===== config.mk =====
export PLATFORM = sky130hd
export DESIGN_NAME = wrc_action
export DESIGN_NICKNAME = d
export VERILOG_FILES = /design/src/rtl/wrc_pkg.sv /design/src/rtl/wrc_action.sv
export SDC_FILE = /design/constraint.sdc
export NUM_CORES = 1
export LEC_CHECK = 0
export ABC_AREA = 1
export ABC_CLOCK_PERIOD_IN_PS = 2900
export CAP_MARGIN = 15
export CORE_AREA = 2 2 214 237
export CTS_CLUSTER_SIZE = 40
export DETAILED_ROUTE_END_ITERATION = 8
export DIE_AREA = 0 0 216 239
export DONT_BUFFER_PORTS = 1
export SLEW_MARGIN = 20
export SYNTH_ARGS = -nofsm -noshare
export SYNTH_HDL_FRONTEND = slang
export SYNTH_SLANG_ARGS = --single-unit

===== constraint.sdc =====
create_clock -name clk -period 2.9 [get_ports clk]
set_input_delay 0.58 -clock clk [delete_from_list [all_inputs] [get_ports clk]]
set_output_delay 0.58 -clock clk [all_outputs]
set_load 0.02 [all_outputs]

===== src/rtl/wrc_pkg.sv =====
// Shared types and constants for the wildcard rule classifier.
// Holds transfer payload structs and the pipeline stage records.
// No dependencies.
`default_nettype none

package wrc_pkg;

  localparam int MAX_RULES   = 64;
  localparam int SLOT_BITS   = 6;
  localparam int KEY_BITS    = 32;
  localparam int ACTION_BITS = 8;
  localparam int COUNT_BITS  = 7;

  // priority encoder split: GROUPS groups of GROUP_SIZE rules
  localparam int GIDX_BITS   = 3;
  localparam int GROUP_BITS  = SLOT_BITS - GIDX_BITS;
  localparam int GROUP_SIZE  = 1 << GIDX_BITS;
  localparam int GROUPS      = MAX_RULES / GROUP_SIZE;

  localparam logic KIND_LOAD   = 1'b0;
  localparam logic KIND_LOOKUP = 1'b1;

  typedef struct packed {
    logic                   kind;
    logic [SLOT_BITS-1:0]   rule_slot;
    logic [KEY_BITS-1:0]    source_key;
    logic [KEY_BITS-1:0]    dest_key;
    logic                   source_any;
    logic                   dest_any;
    logic [ACTION_BITS-1:0] action_in;
  } in_item_t;

  typedef struct packed {
    logic                   matched;
    logic [SLOT_BITS-1:0]   hit_slot;
    logic [ACTION_BITS-1:0] action_out;
  } out_item_t;

  // after compare: one hit bit per rule
  typedef struct packed {
    logic                   kind;
    logic [SLOT_BITS-1:0]   slot;
    logic [ACTION_BITS-1:0] action;
    logic [MAX_RULES-1:0]   hits;
  } s1_t;

  // after first encoder level: per-group hit flag and first index
  typedef struct packed {
    logic                                 kind;
    logic [SLOT_BITS-1:0]                 slot;
    logic [ACTION_BITS-1:0]               action;
    logic [GROUPS-1:0]                    grp_any;
    logic [GROUPS-1:0][GIDX_BITS-1:0]     grp_idx;
  } s2_t;

  // slot resolved: load slot or winning rule
  typedef struct packed {
    logic                   kind;
    logic                   matched;
    logic [SLOT_BITS-1:0]   slot;
    logic [ACTION_BITS-1:0] action;
  } s3_t;

endpackage

`default_nettype wire


===== src/rtl/wrc_action.sv =====
// Action memory and output register stage.
// Loads write the memory here, in order with lookups. Depends on wrc_pkg.
`default_nettype none

module wrc_action
  import wrc_pkg::*;
(
  input  wire logic clk,
  input  wire logic rst,
  input  wire logic s3_valid,
  output logic      s3_ready,
  input  wire s3_t  s3,
  output logic      out_valid,
  input  wire logic out_ready,
  output out_item_t out_data
);

  logic [ACTION_BITS-1:0] act_mem [MAX_RULES];
  logic [ACTION_BITS-1:0] act_rd;
  logic                   o_matched;
  logic [SLOT_BITS-1:0]   o_slot;
  logic                   adv;

  assign s3_ready = !out_valid || out_ready;
  assign adv      = s3_valid && s3_ready;

  always_ff @(posedge clk) begin
    if (adv && s3.kind == KIND_LOAD) begin
      act_mem[s3.slot] <= s3.action;
    end
    if (adv && s3.kind == KIND_LOOKUP) begin
      act_rd <= act_mem[s3.slot];
    end
  end

  always_ff @(posedge clk) begin
    if (rst) begin
      out_valid <= 1'b0;
    end else if (s3_ready) begin
      out_valid <= s3_valid && s3.kind == KIND_LOOKUP;
    end
  end

  always_ff @(posedge clk) begin
    if (adv && s3.kind == KIND_LOOKUP) begin
      o_matched <= s3.matched;
      o_slot    <= s3.slot;
    end
  end

  // drop reports zero slot and action
  assign out_data.matched    = o_matched;
  assign out_data.hit_slot   = o_matched ? o_slot : '0;
  assign out_data.action_out = o_matched ? act_rd : '0;

endmodule

`default_nettype wire

# Yosys cells after proc, flatten, opt, wreduce, memory -nomap -nowiden
# Memories as Yosys holds them, arrays and structs flattened. A register that Yosys moved wholly into a read port is not among the register bits.
# Index checks and enable logic that the tools add are counted.
[word_totals] word_cells=15 regBits=8 n_memories=1 mem_bits_rw=512 out_inout_bits=17 in_bits=20
[classes] reduce_logical=6 mux=4 bitwise_logic=1
[memory_table] memory="act_mem" depth=64 word_bits=8 rd=1 rd_ports_with_merged_regs=1 wr=1 line_no="wrc_action.sv:18" rtl="logic [ACTION_BITS-1:0] act_mem [MAX_RULES];"
[op_table] op="$mux 8" count=1
[op_table] op="$mux 6" count=1
[op_table] op="$logic_and 1x1->1" count=4
[op_table] op="$mux 1" count=2
[op_table] op="$logic_not 1->1" count=1
[op_table] op="$logic_or 1x1->1" count=1
[op_table] op="$not 1->1" count=1

# Longest topological paths before layout
[depth] word_depth=6 mapped_depth=14 mapped_depth_nobuf=11

# Worst setup path before layout
# OpenSTA, ideal clock, no wires.
[synth_path] path_kind="in2reg" start="in out_ready" end="mem act_mem[14][0] (enable)" t_arrival_ns=1.878 stages=6 setup_ns=0.371 path_buffers=0 t_required_ns=2.529 path_slack_ns=0.652 cell_sequence="nor2_1 > inv_1 > nand2_1 > nor2_1 > nand4_1 > nor2_1"
[synth_via] elab_chain_cells=5
[synth_rtl] element="start, declared" line_no="wrc_action.sv:14" rtl="input wire logic out_ready,"
[synth_rtl] element="$logic_or 1x1->1" line_no="wrc_action.sv:24" rtl="assign s3_ready = !out_valid || out_ready;"
[synth_rtl] element="named net s3_ready" line_no="wrc_action.sv:11" rtl="output logic s3_ready,"
[synth_rtl] element="$logic_and 1x1->1" line_no="wrc_action.sv:25" rtl="assign adv = s3_valid && s3_ready;"
[synth_rtl] element="$logic_and 1x1->1" line_no="wrc_action.sv:28" rtl="if (adv && s3.kind == KIND_LOAD) begin"
[synth_rtl] element="$mux 1" line_no="wrc_action.sv:28"
[synth_rtl] element="$mux 1 (implied by the code)" line_no="wrc_action.sv:29" rtl="act_mem[s3.slot] <= s3.action;"
[synth_rtl] element="end, declared" line_no="wrc_action.sv:18"
# The timed path passes the listed nets, and every way through them passes these cells.

==> run_results.csv <==
group,metric,value,unit
yosys,async_flop_share,0,%
worst_hold_path,worstHoldEndpoint,"out_valid",
setup_path,cpMaxStageDelayCell,"edfxtp_1",
timing,fin_worst_skew,0.0302,ns
yosys,synth_flop_cell,"edfxtp_1",
drt,maxUsedRoutingLayer,"met5",
die,fp.dieH,239,microns
yosys,synthCells,2210,
drt,route.detailed.drc,0,
timing,period_minus_slack,2.45,ns
yosys,synth_area_leaders,"edfxtp_1, nand2_1, nor2_1",
setup_path,critPathKind,"reg2out",
timing,rsz0062_at_grt,"false",
finish,regArea,0.0158,sq mm
global_route,grt_pass1_wl,85600,microns
global_route,grt_usage,21.8,%
setup_path,start_kind,"flop",
cts,cts-root-buf,"clkbuf_16",
drt,drt-met1-wl,23500,microns
setup_path,worst-path-buf-inv,2,
global_route,antenna_found_initial,1,
yosys,mappedNetlistArea,0.0225,sq mm
placed_design,dp_cells,2877,
yosys,yosysSeqAreaShare,70.5,%
cts,h-tree-depth,2,
drt,met2_length,26400,microns
die,dieArea,0.0516,sq mm
yosys,synthSimpleGateAreaFrac,25.8,%
die,start_util,45.4,%
cts,cts_tree,"done",
timing,setup_slack,0.448,ns
setup_path,crit_required,2.32,ns
placed_design,globalplace.congestion,0.790,
setup_path,crit_chain,"buf_4 > nand2_1 > inv_1",
yosys,synth_commonest_cells,"nand2_1, edfxtp_1, nor2_1",
drt,wl_met3,3270,microns
die,row_count,86,
yosys,synth_top_cell_by_area,"edfxtp_1",
finish,areaGrowthSynthToFinish,12.6,%
cts,postCtsHoldBufs,0,
setup_path,timing.rr.end,"act_mem[59][1]",
timing,period_share,84.5,%
drt,wl_per_cell,18.7,microns
yosys,synth_fp_nets,2230,
yosys,synth_top_family_by_area,"simple AND/OR/NAND/NOR gates",
pwr,power,16.0,mW
finish,n_antenna_cell,0,
drt,drtAntennaViolNets,0,
setup_path,critPathTopFamily,"flip-flops",
setup_path,worst_setup_path_end_kind,"primary output",
yosys,synth_fa_ha_area_share,0,%
placed_design,post-place-ws,0.394,ns
timing,setup_viol,0,
setup_path,cpPeakStageDelay,0.78,ns
finish,fillCellCount,4509,
finish,design_area,0.0253,sq mm
drt,vias,14900,
timing,drv_slew,0,
yosys,netlist-cell-type-count,22,
run_status,status,"complete, no violations",
placed_design,post-dp-hpwl,32100,microns
finish,nets,2292,
cts,post_cts_buffers,0,
pwr,leakage,10.6,nW
setup_path,r2r_setup_slack,0.71,ns
finish,fin_cells,2971,
global_route,grt_pass1_vias,14900,
run,cap_violations,0,
cts,cts_buffer_depth,3,
setup_path,critPathMaxFanout,10,
yosys,synth_area_per_cell,10.2,sq um
pwr,vdd_drop_max,0.431,mV
timing,finalHoldWorstSlack,0.0464,ns
placed_design,portBuffers,0,
worst_hold_path,hold_class,"in2reg",
yosys,synth_xor_area_share,0,%
yosys,synth.most_common_cell,"nand2_1",
finish,fin_util,51.1,%
setup_path,r2r_cells,10,
cts,cts_made_buffers,53,
drt,dr.first_iter.drc_count,1258,
yosys,synth_top_area_share,70.4,%
yosys,synth_edf_count,527,
finish,drive_above_1_share,8.61,%
timing,slew_headroom,50.4,%
drt,wirelength,55400,microns
yosys,yosysWarnings,0,
drt,drt_first_pass_iters,5,
setup_path,arrival,1.87,ns
pwr,powerDensity,630,mW/mm^2
finish,multiInputGateArea,0.00588,sq mm
yosys,synth_compound_area_share,0.345,%
cts,path_clk_slew,0.06,ns
timing,hold_viol,0,
worst_hold_path,worstHoldStart,"rst",
global_route,grt-ovfl-total,0,
drt,avgViaCountPerCell,5.02,
timing,max_freq,0.408,GHz
placed_design,dpl_cell_area,0.0236,sq mm
die,boundaryPins,37,
global_route,grt_max_degree,273,
yosys,yosys_register_bits,528,
cts,clock_latency,0.60,ns
timing,tightest_slew,0.743,ns
die,core-area,0.0495,sq mm
cts,postCtsResizedCells,0,
yosys,muxShareOfSynthArea,0,%
setup_path,r2r_start,"out_valid",
die,dieWidth,216,microns
timing,tns,0,ns
worst_hold_path,hold_depth,1,
cts,clkSinkCount,528,
[per-layer routing]
metal  vias up  GRT usage, %
li1       7249             -
met1      7094          28.7
met2       445          36.1
met3       119          3.54
met4         2          8.95
met5         -             0
[state kept, by name (all words and copies together), names as in the netlist]
name / count
act_mem: 512
act_rd: 8
o_slot: 6
o_matched: 1
out_valid: 1
[placed cells by master, fill, tap and decap left out, drive strengths merged]
cell / synthesis / final
o211ai: 5 / 5
dfxtp: 1 / 1
edfxtp: 527 / 527
nor2: 94 / 94
nand4: 2 / 2
nand3: 13 / 13
nand2: 1400 / 1400
nor3: 8 / 8
a21oi: 1 / 1
o21ai: 7 / 7
clkbuf: 28 / 65
clkinv: 1 / 21
buf: 74 / 109
clkinvlp: 0 / 2
bufinv: 0 / 7
inv: 43 / 43
or2: 6 / 6
[logic make-up after synthesis]
family,count (synthesis)
DFF,528
buffers and inverters,146
AOI/OAI and AO/OA,13
and+or+nand+nor,1523
[report_power, final]
part           switching [mW]  internal (mW)
Sequential             0.0176           8.43
Clock                    2.83           4.01
Combinational           0.458          0.210
Total                    3.30           12.6
[how the worst max path moves through the flow]
stage,start,end,slack [ns],cells past startpoint
floorplan,out_ready,act_mem[14][0],0.65,6
global placement,s3[8],act_rd[3],0.38,12
detailed placement,s3[8],act_rd[3],0.39,12
CTS,o_matched,out_data[6],0.41,3
global route,o_matched,out_data[6],0.37,3
finish,o_matched,out_data[6],0.45,3
[area by class of cell]
| class | count | share of cell area (%) |
|---|---|---|
| tap | 660 | 3.26 |
| clock buffer | 65 | 5.50 |
| sequential | 528 | 62.6 |
| clock inverter | 29 | 1.28 |
| multi-input combinational | 1536 | 23.2 |
| timing repair buffer | 109 | 3.43 |
| inverter | 44 | 0.677 |
(Power assumes the default switching activity.)
