==> src/rtl/wrc_pkg.sv <==
// Shared types and constants for the wildcard rule classifier.
// Holds transfer payload structs and the pipeline stage records.
// No dependencies.
`default_nettype none

package wrc_pkg;

  localparam int MAX_RULES   = 64;
  localparam int SLOT_BITS   = 6;
  localparam int KEY_BITS    = 32;
  localparam int ACTION_BITS = 8;
  localparam int COUNT_BITS  = 7;

  // priority encoder split: GROUPS groups of GROUP_SIZE rules
  localparam int GIDX_BITS   = 3;
  localparam int GROUP_BITS  = SLOT_BITS - GIDX_BITS;
  localparam int GROUP_SIZE  = 1 << GIDX_BITS;
  localparam int GROUPS      = MAX_RULES / GROUP_SIZE;

  localparam logic KIND_LOAD   = 1'b0;
  localparam logic KIND_LOOKUP = 1'b1;

  typedef struct packed {
    logic                   kind;
    logic [SLOT_BITS-1:0]   rule_slot;
    logic [KEY_BITS-1:0]    source_key;
    logic [KEY_BITS-1:0]    dest_key;
    logic                   source_any;
    logic                   dest_any;
    logic [ACTION_BITS-1:0] action_in;
  } in_item_t;

  typedef struct packed {
    logic                   matched;
    logic [SLOT_BITS-1:0]   hit_slot;
    logic [ACTION_BITS-1:0] action_out;
  } out_item_t;

  // after compare: one hit bit per rule
  typedef struct packed {
    logic                   kind;
    logic [SLOT_BITS-1:0]   slot;
    logic [ACTION_BITS-1:0] action;
    logic [MAX_RULES-1:0]   hits;
  } s1_t;

  // after first encoder level: per-group hit flag and first index
  typedef struct packed {
    logic                                 kind;
    logic [SLOT_BITS-1:0]                 slot;
    logic [ACTION_BITS-1:0]               action;
    logic [GROUPS-1:0]                    grp_any;
    logic [GROUPS-1:0][GIDX_BITS-1:0]     grp_idx;
  } s2_t;

  // slot resolved: load slot or winning rule
  typedef struct packed {
    logic                   kind;
    logic                   matched;
    logic [SLOT_BITS-1:0]   slot;
    logic [ACTION_BITS-1:0] action;
  } s3_t;

endpackage

`default_nettype wire

==> src/rtl/wrc_prio.sv <==
// Two-stage priority encoder: first hit per group, then first group.
// Depends on wrc_pkg.
`default_nettype none

module wrc_prio
  import wrc_pkg::*;
(
  input  wire logic clk,
  input  wire logic rst,
  input  wire logic s1_valid,
  output logic      s1_ready,
  input  wire s1_t  s1,
  output logic      s3_valid,
  input  wire logic s3_ready,
  output s3_t       s3
);

  logic s2_valid;
  logic s2_ready;
  s2_t  s2;
  s2_t  s2_next;
  s3_t  s3_next;

  assign s1_ready = !s2_valid || s2_ready;
  assign s2_ready = !s3_valid || s3_ready;

  always_comb begin
    s2_next.kind   = s1.kind;
    s2_next.slot   = s1.slot;
    s2_next.action = s1.action;
    for (int g = 0; g < GROUPS; g++) begin
      s2_next.grp_any[g] = |s1.hits[g*GROUP_SIZE +: GROUP_SIZE];
      s2_next.grp_idx[g] = '0;
      for (int j = GROUP_SIZE - 1; j >= 0; j--) begin
        if (s1.hits[g*GROUP_SIZE + j]) begin
          s2_next.grp_idx[g] = GIDX_BITS'(j);
        end
      end
    end
  end

  always_ff @(posedge clk) begin
    if (rst) begin
      s2_valid <= 1'b0;
    end else if (s1_ready) begin
      s2_valid <= s1_valid;
    end
  end

  always_ff @(posedge clk) begin
    if (s1_valid && s1_ready) begin
      s2 <= s2_next;
    end
  end

  always_comb begin
    s3_next.kind    = s2.kind;
    s3_next.action  = s2.action;
    s3_next.matched = 1'b0;
    s3_next.slot    = '0;
    for (int g = GROUPS - 1; g >= 0; g--) begin
      if (s2.grp_any[g]) begin
        s3_next.matched = 1'b1;
        s3_next.slot    = {GROUP_BITS'(g), s2.grp_idx[g]};
      end
    end
    if (s2.kind == KIND_LOAD) begin
      s3_next.matched = 1'b0;
      s3_next.slot    = s2.slot;
    end
  end

  always_ff @(posedge clk) begin
    if (rst) begin
      s3_valid <= 1'b0;
    end else if (s2_ready) begin
      s3_valid <= s2_valid;
    end
  end

  always_ff @(posedge clk) begin
    if (s2_valid && s2_ready) begin
      s3 <= s3_next;
    end
  end

endmodule

`default_nettype wire

==> config.mk <==
export PLATFORM = sky130hd
export DESIGN_NAME = wrc_prio
export DESIGN_NICKNAME = d
export VERILOG_FILES = /design/src/rtl/wrc_pkg.sv /design/src/rtl/wrc_prio.sv
export SDC_FILE = /design/constraint.sdc
export NUM_CORES = 1
export LEC_CHECK = 0
export BUFFER_PORTS_ARGS = -buffer_cell sky130_fd_sc_hd__buf_4
export CORE_UTILIZATION = 50
export CTS_CLUSTER_SIZE = 16
export DETAILED_ROUTE_END_ITERATION = 16
export PLACE_DENSITY_LB_ADDON = 0.08
export SETUP_SLACK_MARGIN = 0.3
export SYNTH_ARGS = -nofsm -noshare
export SYNTH_HDL_FRONTEND = slang
export SYNTH_SLANG_ARGS = --single-unit
==> constraint.sdc <==
create_clock -name clk -period 2.9 [get_ports clk]
set_input_delay 0.29 -clock clk [delete_from_list [all_inputs] [get_ports clk]]
set_output_delay 0.29 -clock clk [all_outputs]
set_load 0.02 [all_outputs]
* After elaboration in Yosys (flattened, before gate mapping)
Index checks and enable logic that the tools add are counted.
** Operators by class
- Div/mod/pow operators :: 0
- Bitwise operators :: 0
- Add/sub/neg operators :: 0
- Multiply operators :: 0
- $lt $le $gt $ge :: 0
- Shift operators :: 0
- Reductions and logical operators :: 30
- Equality and inequality tests :: 0
- Muxes and demuxes :: 65
** Operators with widths (number)
- $mux W3 :: 32
- $reduce_or A8 Y1 :: 8
- $mux W7 :: 8
- $mux W2 :: 16
- $reduce_or A4 Y1 :: 8
- $reduce_or A2 Y1 :: 8
- $mux W1 :: 8
- $mux W6 :: 1
- $logic_and A1 B1 Y1 :: 2
- $logic_not A1 Y1 :: 2
- $logic_or A1 B1 Y1 :: 2
** Storage, ports and cells
- Register bits after elaboration :: 65
- Bits of input ports :: 83
- Memory bits (writable) :: 0
- Output and inout bits :: 18
- Memories :: 0
- Latch bits :: 0
- Bits in read-only memories :: 0
- Word-level logic and storage cells :: 129

* Depth between registers and ports, before layout
Gate-level depths: netlist of run 1.
- Word-level depth :: 9
- Gate-level depth with buffers :: 5
- Depth with buffers taken out :: 4

* Worst setup path after synthesis of run 1
Ideal clock, no wire load.
- Path type :: register to register
- From :: reg s3_valid
- To :: reg s2[0] (netlist bit) (enable)
- Required time :: 2491 ps
- Clock period less this slack :: 2307 ps
- Arrival time :: 1898 ps
- Setup slack :: 593 ps
- Stages on the path, launching flop included :: 4
- Library setup time :: 409 ps
- Path buffers :: 0
- Path through :: dfxtp_1 -> nor2b_1 -> nand2_1 -> and2_1
** On the way
- Longest elaborated chain between the ends :: 4
** Ends and longest elaborated chain
- start, declared :: RTL line wrc_prio.sv:13 : output logic s3_valid,
- start signal, assigned :: RTL line wrc_prio.sv:77 : s3_valid <= s2_valid;
- $logic_not A1 Y1 :: RTL line wrc_prio.sv:25 : assign s2_ready = !s3_valid || s3_ready;
- $logic_or A1 B1 Y1 :: RTL line wrc_prio.sv:25
- $logic_or A1 B1 Y1 :: RTL line wrc_prio.sv:24 : assign s1_ready = !s2_valid || s2_ready;
- net s1_ready :: RTL line wrc_prio.sv:11 : output logic s1_ready,
- $logic_and A1 B1 Y1 :: RTL line wrc_prio.sv:51 : if (s1_valid && s1_ready) begin
- end signal, assigned :: RTL line wrc_prio.sv:52 : s2 <= s2_next;
- end, declared :: RTL line wrc_prio.sv:20 : s2_t s2;
The timed path passes the listed nets, and every way through them passes these cells.
A chain may end at the register's enable or synchronous reset.

* Worst setup path in the final report of run 1
- From :: reg s3_valid
- To :: reg s2[26] (netlist bit) (enable)
** On the way
- Longest elaborated chain between the ends :: 4
** Ends and longest elaborated chain (RTL line)
- $logic_not A1 Y1 :: wrc_prio.sv:25
- $logic_or A1 B1 Y1 :: wrc_prio.sv:25
- $logic_or A1 B1 Y1 :: wrc_prio.sv:24
- $logic_and A1 B1 Y1 :: wrc_prio.sv:51
Every way passes these cells.

==> impl_summary.log, run 1 <==
[metrics] LEAKAGE: 1.60 nW
[metrics] power share of the sequential group: 55.0%
[metrics] clock tree from TritonCTS: yes
[metrics] clock root cell: clkbuf_8
[metrics] run status: finished, final reports clean
[metrics] number of nets in the synthesized netlist: 324
[metrics] Internal Dissipation: 1.59 mW
[metrics] max frequency: 646 MHz
[metrics] number of diodes added for antenna fixing: 0
[metrics] clock-pin slew on the worst setup and hold paths: 60 ps
[metrics] Via density: 5.14
[metrics] final-report max-slew violation count: 0
[metrics] switching part of the total power: 20.8%
[metrics] largest stage delay on the critical path: 460 ps
[metrics] Avg WL per Cell: 12.7 µm
[metrics] Net count, final: 436
[metrics] Worst Max-Slew Pin Slew: 565 ps
[metrics] share of synthesized registers carrying an async set or reset: 0%
[metrics] placement-stage cell area: 3760 µm²
[metrics] count of cells resized by post-cts repair: 0
[metrics] count of final setup violators: 0
[metrics] relative contribution of the clock network to total power: 33.9%
[metrics] violation count after the first detailed-routing iteration: 125
[metrics] via count of the first global-routing pass: 2141
[metrics] global route overflow: 0
[metrics] CTS Hold Bufs: 0
[metrics] Post-Syn Area per Cell: 12.0 µm²
[metrics] clock insertion delay at the later pin of the skew report: 330 ps
[metrics] detailed placer's ending HPWL: 4210 µm
[metrics] minimum period implied by the final worst setup slack: 1550 ps
[metrics] global-route wire length before repair: 8990 µm
[metrics] Yosys top cell area share: 65.1%
[metrics] unrepaired setup endpoints after global routing: no
[metrics] critical path required time: 2860 ps
[metrics] Syn-to-layout area delta: 35.5%
[metrics] maximum number of pins on one net before global-route repair: 48
[metrics] post-synthesis cell type with the largest combined area: edfxtp_1
[metrics] critical path type: flop to flop
[metrics] peak supply drop: 251 µV
[metrics] share of the cycle needed by the critical path after routing: 53.3%
[metrics] ordered list of cells on the worst path: nor2b_1, nand2_1, and2_2, buf_4
[metrics] number of endpoints with negative hold slack in the final report: 0
[metrics] fin worst setup slack: 1350 ps
[metrics] category of the worst setup path capture point: flop
[metrics] std cell rows: 27
[metrics] number of nets still failing antenna checks after routing: 0
[metrics] final wirelength: 5480 µm
[metrics] worst hold path class: input pin to flop
[metrics] critical path launch point type: flop
[metrics] routability-driven placement congestion ratio: 0.900
[metrics] proportion of power drawn by combinational gates: 11.1%
[metrics] final clock skew: 5.35 ps
[metrics] Chip Height: 78.2 µm
[metrics] Switch Pwr: 0.419 mW
[metrics] Yosys warning total: 0
[metrics] share of cells above drive strength 1: 33.8%
[metrics] initial standard-cell utilization of the core: 52.4%
[metrics] number of max-cap violations: 0
[metrics] DRC errors left: 0
[metrics] Max-slew headroom: 62.4%
[metrics] H-tree levels: 3
[metrics] portion of the post-synthesis area used by sequential elements: 66.5%
[metrics] total power per unit cell area: 512 nW/µm²
[metrics] clock sink count: 65
[metrics] area of the mapped netlist: 2900 µm²
[metrics] number of antenna violations at the first check in global routing: 0
[metrics] area of the die: 6120 µm²
[metrics] signal arrival time at the worst endpoint: 1510 ps
[metrics] total global routing track utilization: 19.5%
[metrics] width of the die: 78.2 µm
[metrics] area inside the core boundary: 5540 µm²
[metrics] post-synthesis instance total: 241
[metrics] maximum buffer depth of the clock tree: 2
[metrics] number of buffers inserted by post-CTS setup repair: 0
[metrics] # IOs: 101
[metrics] predominant post-synthesis flop cell: edfxtp_1
[metrics] area of all placed cells without fillers: 3930 µm²
[metrics] Post-synth EDFFs: 63
[metrics] clock buffer count from CTS: 9
[metrics] worst-case setup slack after placement: 1350 ps
[metrics] largest cells by area after synthesis: edfxtp_1 65%, a21oi_1 4.1%, nor3_1 4.1%, nor4_1 3.7%, inv_1 2.8%
[metrics] largest fanout on the critical path: 47
[metrics] register bit total from synthesis: 65
[metrics] detailed-routing iteration count for the pre-antenna-repair pass: 4
[metrics] Setup TNS Final: 0 ps
[metrics] count of buffers inserted at the top-level ports: 100
[metrics] library cells used by synthesis: 32
[metrics] Crit-path slowest cell: buf_4
[metrics] via count: 2209
[kinds of logic (layout without fill, tap and decap cells)]
kind of cell	count (synthesis)	in the layout	synth area share [%]
simple gates	99	99	18.0
buf+inv	24	141	3.14
flops	65	65	66.5
compound gates	53	53	12.4
[metal layers]
metal / global-route usage (%) / wire length [µm] / up-vias
met1: 23.9 / 2460 / 975
li1: - / - / 1148
met5: 0 / 0 / -
met2: 31.9 / 2660 / 79
met4: 10.9 / 73 / 0
met3: 4.30 / 282 / 7
[synth_stat cells (3+ instances only)]
library cell  count
edfxtp_1         63
nor2_1           16
nor2b_1          11
nor3_1           24
nor4_1           17
inv_1            22
o21bai_1          8
a21oi_1          24
o21ai_1           3
nand2_1          13
nand3_1           3
nand2b_1          9
o21ai_0           3
[power by group through the flow]
stage / registers [mW] / logic [mW] / clock network (mW)
3_5_place_dp: 1.13 / 0.224 / 0
6_report: 1.11 / 0.223 / 0.683
5_1_grt: 1.11 / 0.247 / 0.734
4_1_cts: 1.11 / 0.225 / 0.706
2_1_floorplan: 1.14 / 0.0710 / 0
3_3_place_gp: 1.13 / 0.218 / 0
[cell type report]
type / count / area, µm²
sequential: 65 / 1930
fill: 418 / 1610
multi-input combinational: 152 / 882
timing repair buffer: 102 / 766
clock buffer: 11 / 131
tap: 72 / 90.1
inverter: 23 / 86.3
clock inverter: 5 / 46.3
[sequential cells by signal (all words and copies together), names as in the netlist]
name / flops
s3_valid: 1
s2_valid: 1
s2: 47
s3: 16
[worst max-delay path, delay by kind of cell (launching register included)]
family                 cells  cell delay, ps
AND/OR/NAND/NOR            3             390
buffers and inverters      1             460
flip-flops                 1             300
[layout by cell type, fill, tap and decap left out, types with 2 or more instances in the layout]
cell type | synthesis | routed
buf_4 | 0 | 102
edfxtp_1 | 63 | 63
a21oi_1 | 24 | 24
nor3_1 | 24 | 24
inv_1 | 22 | 22
nor4_1 | 17 | 17
nor2_1 | 16 | 16
nand2_1 | 13 | 13
nor2b_1 | 11 | 11
nand2b_1 | 9 | 9
clkbuf_8 | 0 | 9
o21bai_1 | 8 | 8
o21ai_1 | 3 | 3
nand3_1 | 3 | 3
o21ai_0 | 3 | 3
clkinv_1 | 0 | 3
o221a_2 | 2 | 2
a221o_1 | 2 | 2
and3_1 | 2 | 2
a221oi_1 | 2 | 2
a221oi_2 | 2 | 2
clkbuf_1 | 0 | 2
dfxtp_1 | 2 | 2
[stage by stage]
step,std cells,hold slack (ps),total power [mW],util (%)
3_5_place_dp,414,409,1.35,67.8
3_3_place_gp,414,404,1.34,67.8
2_1_floorplan,241,362,1.21,-
6_report,430,127,2.01,71.0
5_1_grt,430,117,2.09,71.0
4_1_cts,430,102,2.04,71.0
[worst paths after layout]
kind / start / endpoint / slack (ps) / cells after the start
setup / recovery: s3_valid / s2[26] / 1350 / 4
hold / removal: rst / s3_valid / 130 / 2
setup reg to reg: s3_valid / s2[26] / 1350 / 4
hold reg to reg: s2[34] / s3[2] / 420 / 0
Power figures use the tool's default switching activity.
==> run 2: changes to the inputs <==
==> constraint.sdc (replaced) <==
create_clock -name clk -period 1.5 [get_ports clk]
set_input_delay 0.15 -clock clk [delete_from_list [all_inputs] [get_ports clk]]
set_output_delay 0.15 -clock clk [all_outputs]
set_load 0.02 [all_outputs]
==> run 2 against run 1 <==
Net effect: first-iteration DRC count increased by 19%; sequential power increased by 93%; register-to-register slack got worse by 1300 ps; non-clock buffer count increased by 28; final area increased by 10%; worst setup slack got worse by 1300 ps; utilization increased by 7.3 points; global-route usage increased by 2.2 points; clock power increased by 89%; combinational power increased by 140%; hold slack got worse by 30 ps; critical endpoint is now s3[13]; largest cell class unchanged; highest routed layer unchanged.
==> impl_summary.log, run 2 (synthesis results as in run 1) <==
[metrics] area occupied by multi-input gates: 955 µm² (was 882 µm²)
[metrics] number of antenna violations at the first check in global routing: 0 (unchanged)
[metrics] final-report max-slew violation count: 0 (unchanged)
[metrics] Net count, final: 464 (was 436)
[metrics] share of cells above drive strength 1: 38.9% (was 33.8%)
[metrics] # IOs: 101 (unchanged)
[metrics] category of the worst setup path capture point: flop (unchanged)
[metrics] clock tree from TritonCTS: yes (unchanged)
[metrics] Max-slew headroom: 65.5% (was 62.4%)
[metrics] std cell rows: 27 (unchanged)
[metrics] most common cell after layout, fill and taps aside: buf_4 (unchanged)
[metrics] footprint of the flip-flops and latches: 1930 µm² (about the same)
[metrics] commonest cells after routing, fill and taps aside: 107 x buf_4, 63 x edfxtp_1, 24 x nor3_1, 22 x inv_1, 21 x a21oi_1 (was 102 x buf_4, 63 x edfxtp_1, 24 x a21oi_1, 24 x nor3_1, 22 x inv_1)
[metrics] DRC errors left: 0 (unchanged)
[metrics] area of the die: 6120 µm² (unchanged)
[metrics] number of max-cap violations: 0 (unchanged)
[metrics] run status: finished, final reports clean (unchanged)
[metrics] detailed placer's ending HPWL: 4220 µm (was 4210 µm)
[metrics] maximum buffer depth of the clock tree: 2 (unchanged)
[metrics] critical path type: flop to flop (unchanged)
[metrics] routability-driven placement congestion ratio: 0.910 (was 0.900)
[metrics] clock root cell: clkbuf_8 (unchanged)
[metrics] largest stage delay on the critical path: 540 ps (was 460 ps)
[metrics] minimum period implied by the final worst setup slack: 1460 ps (was 1550 ps)
[metrics] unrepaired setup endpoints after global routing: yes (was no)
[metrics] global-route wire length before repair: 9920 µm (was 8990 µm)
[metrics] clock sink count: 65 (unchanged)
[metrics] total global routing track utilization: 21.6% (was 19.5%)
[metrics] number of nets still failing antenna checks after routing: 0 (unchanged)
[metrics] LEAKAGE: 1.79 nW (was 1.60 nW)
[metrics] max frequency: 683 MHz (was 646 MHz)
[metrics] Filler Cells Inserted: 358 (was 418)
[metrics] peak supply drop: 541 µV (was 251 µV)
[metrics] Setup TNS Final: 0 ps (unchanged)
[metrics] clock buffer count from CTS: 9 (unchanged)
[metrics] share of the cycle needed by the critical path after routing: 97.6% (was 53.3%)
[metrics] global route overflow: 0 (unchanged)
[metrics] total power per unit cell area: 914 nW/µm² (was 512 nW/µm²)
[metrics] register containing the most flip-flops in the final layout: s2 (unchanged)
[metrics] r2r setup slk: 40 ps (was 1350 ps)
[metrics] via count: 2410 (was 2209)
[metrics] worst hold path class: input pin to flop (unchanged)
[metrics] max reg flops: 47 (unchanged)
[metrics] Chip Height: 78.2 µm (unchanged)
[metrics] Syn-to-layout area delta: 49.4% (was 35.5%)
[metrics] detailed-routing iteration count for the pre-antenna-repair pass: 4 (unchanged)
[metrics] ordered list of cells on the worst path: nor4_1, o311ai_1, o21ai_1 (was nor2b_1, nand2_1, and2_2, buf_4)
[metrics] count of final setup violators: 0 (unchanged)
[metrics] initial standard-cell utilization of the core: 52.4% (unchanged)
[metrics] clock-pin slew on the worst setup and hold paths: 70 ps (was 60 ps)
[metrics] signal arrival time at the worst endpoint: 1670 ps (was 1510 ps)
[metrics] placement-stage cell area: 3810 µm² (was 3760 µm²)
[metrics] number of diodes added for antenna fixing: 0 (unchanged)
[metrics] via count of the first global-routing pass: 2335 (was 2141)
[metrics] final wirelength: 6420 µm (was 5480 µm)
[metrics] critical path required time: 1700 ps (was 2860 ps)
[metrics] number of endpoints with negative hold slack in the final report: 0 (unchanged)
[metrics] maximum number of pins on one net before global-route repair: 25 (was 48)
[metrics] critical path launch point type: flop (unchanged)
[metrics] violation count after the first detailed-routing iteration: 149 (was 125)
[metrics] Via density: 5.26 (was 5.14)
[metrics] final clock skew: 14.5 ps (was 5.35 ps)
[metrics] Avg WL per Cell: 14.0 µm (was 12.7 µm)
[metrics] largest fanout on the critical path: 8 (was 47)
[metrics] H-tree levels: 3 (unchanged)
[metrics] clock insertion delay at the later pin of the skew report: 340 ps (was 330 ps)
[metrics] width of the die: 78.2 µm (unchanged)
[metrics] Crit-path slowest cell: nor4_1 (was buf_4)
[metrics] Worst Max-Slew Pin Slew: 512 ps (was 565 ps)
[metrics] area of all placed cells without fillers: 4340 µm² (was 3930 µm²)
[metrics] leading registers by flop count: s2 (47), s3 (16) (unchanged)
[metrics] area inside the core boundary: 5540 µm² (unchanged)
[metrics] count of buffers inserted at the top-level ports: 100 (unchanged)
run 2: where the power goes:
group / internal, mW / switching (mW) / total [mW]
Combinational: 0.301 / 0.230 / 0.531
Clock: 0.685 / 0.606 / 1.29
Sequential: 2.10 / 0.0430 / 2.14
run 2: final cells by class:
type | instances | area share (%)
clock inverters | 3 | 0.404
well taps | 72 | 2.08
inverters | 23 | 1.99
clock buffers | 13 | 3.66
repair buffers | 130 | 25.3
multi-input cells | 152 | 22.0
flip-flops and latches | 65 | 44.6
run 2: critical path, delay by kind of cell, from the launching register on:
| family | cells | cell delay [ps] |
|---|---|---|
| AO/OA/AOI/OAI | 2 | 280 |
| flip-flops | 1 | 520 |
| AND/OR/NAND/NOR | 1 | 540 |
run 2: worst paths after layout:
path	end	start	cells past startpoint
max	s3[13]	s2[26]	3
min	s2_valid	s1_valid	3
min reg2reg	s3[2]	s2[34]	0
max reg2reg	s3[13]	s2[26]	3
run 2: through the flow:
step / power [mW] / util, % / setup WS (ps) / instances / hold slack (ps)
final: 3.97 / 78.3 / 36.5 / 458 / 97.1
after global routing: 4.12 / 78.3 / 12.3 / 458 / 91.0
after CTS: 3.96 / 77.1 / 105 / 455 / 60.4
after detailed placement: 2.63 / 68.8 / 94.1 / 415 / 320
after global placement: 2.61 / 68.8 / 126 / 415 / 315
after floorplan: 2.34 / - / 108 / 241 / 215
run 2: routing by layer:
layer	GRT usage (%)	vias up	routed length [µm]
met5	0	-	0
met4	7.96	0	104
met3	6.05	15	384
met2	38.2	87	3320
met1	24.9	1108	2610
li1	-	1200	-
run 2: repair_timing:
item,in CTS,in global routing
cloned,1,1
setup buffers,7,2
endpoints found under the setup margin,71,24
gates resized for setup,9,7
hold buffers,16,0
pin swaps,6,2
endpoints found under the hold margin,17,0
==> run 3: changes to the inputs <==
--- a/config.mk
+++ b/config.mk
@@ -10,7 +10,7 @@
 export CTS_CLUSTER_SIZE = 16
 export DETAILED_ROUTE_END_ITERATION = 16
 export PLACE_DENSITY_LB_ADDON = 0.08
-export SETUP_SLACK_MARGIN = 0.3
+export SETUP_SLACK_MARGIN = 0.15
 export SYNTH_ARGS = -nofsm -noshare
 export SYNTH_HDL_FRONTEND = slang
 export SYNTH_SLANG_ARGS = --single-unit
==> constraint.sdc (replaced) <==
create_clock -name clk -period 1.5 [get_ports clk]
set_input_delay 0.15 -clock clk [delete_from_list [all_inputs] [get_ports clk]]
set_output_delay 0.15 -clock clk [all_outputs]
set_load 0.1 [all_outputs]
==> run 3 against run 2 <==
Net effect: worst setup slack improved by 38 ps; first-iteration DRC count decreased by 35%; sequential power about the same; flip-flop and latch count unchanged; routed wire length decreased by 1.4%; register-to-register slack improved by 40 ps; combinational power increased by 19%; critical path type unchanged; critical endpoint is now s3[9]; largest power group unchanged.
==> impl_summary.log, run 3 (synthesis results as in run 1) <==
[metrics] count of buffers inserted at the top-level ports: 100 (unchanged)
[metrics] post-route worst hold slack: 99.3 ps (was 97.1 ps)
[metrics] max frequency: 702 MHz (was 683 MHz)
[metrics] largest stage delay on the critical path: 530 ps (was 540 ps)
[metrics] critical path type: flop to flop (unchanged)
[metrics] run status: finished, final reports clean (unchanged)
[metrics] DRC errors left: 0 (unchanged)
[metrics] detailed-routing iteration count for the pre-antenna-repair pass: 4 (unchanged)
[metrics] final wirelength: 6340 µm (was 6420 µm)
[metrics] global route overflow: 0 (unchanged)
[metrics] max reg flops: 47 (unchanged)
[metrics] fin util: 77.8% (was 78.3%)
[metrics] LEAKAGE: 1.77 nW (was 1.79 nW)
[metrics] Chip Height: 78.2 µm (unchanged)
[metrics] register containing the most flip-flops in the final layout: s2 (unchanged)
[metrics] category of the worst setup path capture point: flop (unchanged)
[metrics] peak supply drop: 622 µV (was 541 µV)
[metrics] Crit-path slowest cell: edfxtp_1 (was nor4_1)
[metrics] placement-stage cell area: 3800 µm² (was 3810 µm²)
[metrics] signal arrival time at the worst endpoint: 1510 ps (was 1670 ps)
[metrics] clock-pin slew on the worst setup and hold paths: 70 ps (about the same)
[metrics] share of cells above drive strength 1: 38.3% (was 38.9%)
[metrics] Syn-to-layout area delta: 48.5% (was 49.4%)
[metrics] number of diodes added for antenna fixing: 0 (unchanged)
[metrics] # IOs: 101 (unchanged)
[metrics] maximum buffer depth of the clock tree: 2 (unchanged)
[metrics] commonest cells after routing, fill and taps aside: 108 x buf_4, 63 x edfxtp_1, 24 x nor3_1, 22 x inv_1, 22 x a21oi_1 (was 107 x buf_4, 63 x edfxtp_1, 24 x nor3_1, 22 x inv_1, 21 x a21oi_1)
[metrics] share of the cycle needed by the critical path after routing: 95.0% (was 97.6%)
[metrics] maximum number of pins on one net before global-route repair: 25 (unchanged)
[metrics] routability-driven placement congestion ratio: 0.871 (was 0.910)
[metrics] total global routing track utilization: 22.1% (was 21.6%)
[metrics] unrepaired setup endpoints after global routing: yes (unchanged)
[metrics] global-route wire length before repair: 10100 µm (was 9920 µm)
[metrics] number of nets still failing antenna checks after routing: 0 (unchanged)
[metrics] total power per unit cell area: 1010 nW/µm² (was 914 nW/µm²)
[metrics] most common cell after layout, fill and taps aside: buf_4 (unchanged)
[metrics] width of the die: 78.2 µm (unchanged)
[metrics] Max-slew headroom: 64.8% (was 65.5%)
[metrics] final-report max-slew violation count: 0 (unchanged)
[metrics] ordered list of cells on the worst path: buf_6, and3_1, a221oi_1, nand2_1 (was nor4_1, o311ai_1, o21ai_1)
[metrics] number of endpoints with negative hold slack in the final report: 0 (unchanged)
[metrics] H-tree levels: 3 (unchanged)
[metrics] overall power: 4.34 mW (was 3.97 mW)
[metrics] final clock skew: 12.1 ps (was 14.5 ps)
[metrics] number of antenna violations at the first check in global routing: 0 (unchanged)
[metrics] area of all placed cells without fillers: 4310 µm² (was 4340 µm²)
[metrics] Via density: 5.17 (was 5.26)
[metrics] std cell rows: 27 (unchanged)
[metrics] initial standard-cell utilization of the core: 52.4% (unchanged)
[metrics] clock root cell: clkbuf_8 (unchanged)
[metrics] Avg WL per Cell: 13.9 µm (was 14.0 µm)
[metrics] detailed placer's ending HPWL: 4230 µm (was 4220 µm)
[metrics] Worst Max-Slew Pin Slew: 524 ps (was 512 ps)
[metrics] clock insertion delay at the later pin of the skew report: 340 ps (about the same)
[metrics] worst hold path class: input pin to flop (unchanged)
[metrics] clock tree from TritonCTS: yes (unchanged)
[metrics] largest fanout on the critical path: 5 (was 8)
[metrics] critical path required time: 1590 ps (was 1700 ps)
[metrics] minimum period implied by the final worst setup slack: 1430 ps (was 1460 ps)
[metrics] violation count after the first detailed-routing iteration: 97 (was 149)
[metrics] leading registers by flop count: s2 (47), s3 (16) (unchanged)
[metrics] clock buffer count from CTS: 9 (unchanged)
[metrics] area inside the core boundary: 5540 µm² (unchanged)
[metrics] critical path launch point type: flop (unchanged)
[metrics] Net count, final: 462 (was 464)
[metrics] via count of the first global-routing pass: 2279 (was 2335)
[metrics] count of final setup violators: 0 (unchanged)
[metrics] area of the die: 6120 µm² (unchanged)
[metrics] clock sink count: 65 (unchanged)
[metrics] number of max-cap violations: 0 (unchanged)
[metrics] via count: 2356 (was 2410)
[run 3: path summary, 6_finish.rpt]
kind | startpoint | end | slack (ps) | depth (start not counted)
max | s2[24] | s3[9] | 70 | 4
min | s1[0] | s2[0] | 100 | 2
max reg2reg | s2[24] | s3[9] | 70 | 4
min reg2reg | s2[36] | s3[4] | 420 | 0
[run 3: per-stage QoR]
stage | std cells | setup WS (ps) | setup TNS (ps)
floorplan | 241 | -123 | -5800
global placement | 415 | 81.3 | 0
detailed placement | 415 | 55.3 | 0
CTS | 451 | 104 | 0
global route | 456 | 40.9 | 0
finish | 456 | 75.0 | 0
[run 3: where the power goes]
part / internal [mW] / switching, mW
combinational: 0.278 / 0.356
clock: 0.918 / 0.647
sequential: 2.10 / 0.0433
[run 3: critical path: cells and delay by family (launching register included)]
family | cells | cell delay, ps
and+or+nand+nor | 2 | 250
DFF | 1 | 530
buffers and inverters | 1 | 190
AOI/OAI and AO/OA | 1 | 210
[run 3: routing by layer]
layer,wire [µm],track usage [%],up-vias
met5,0,0,-
met4,157,9.81,0
met3,308,6.40,22
met2,3210,38.5,86
met1,2660,25.2,1060
li1,-,-,1188
[run 3: timing repair]
| action | 4_1_cts | 5_1_grt |
|---|---|---|
| setup endpoints to repair | 53 | 5 |
| gates cloned | 1 | 0 |
| gates resized for setup | 6 | 10 |
| pin swaps | 6 | 5 |
| setup buffers | 3 | 5 |
| endpoints found under the hold margin | 17 | 0 |
| hold buffers | 16 | 0 |
[run 3: layout make-up]
cell class	count	area [µm²]
tap	72	90.1
clock inverter	7	85.1
clock buffer	9	124
multi-input combinational	153	987
inverter	23	86.3
fill	358	1230
timing repair buffer	127	1000
sequential	65	1940
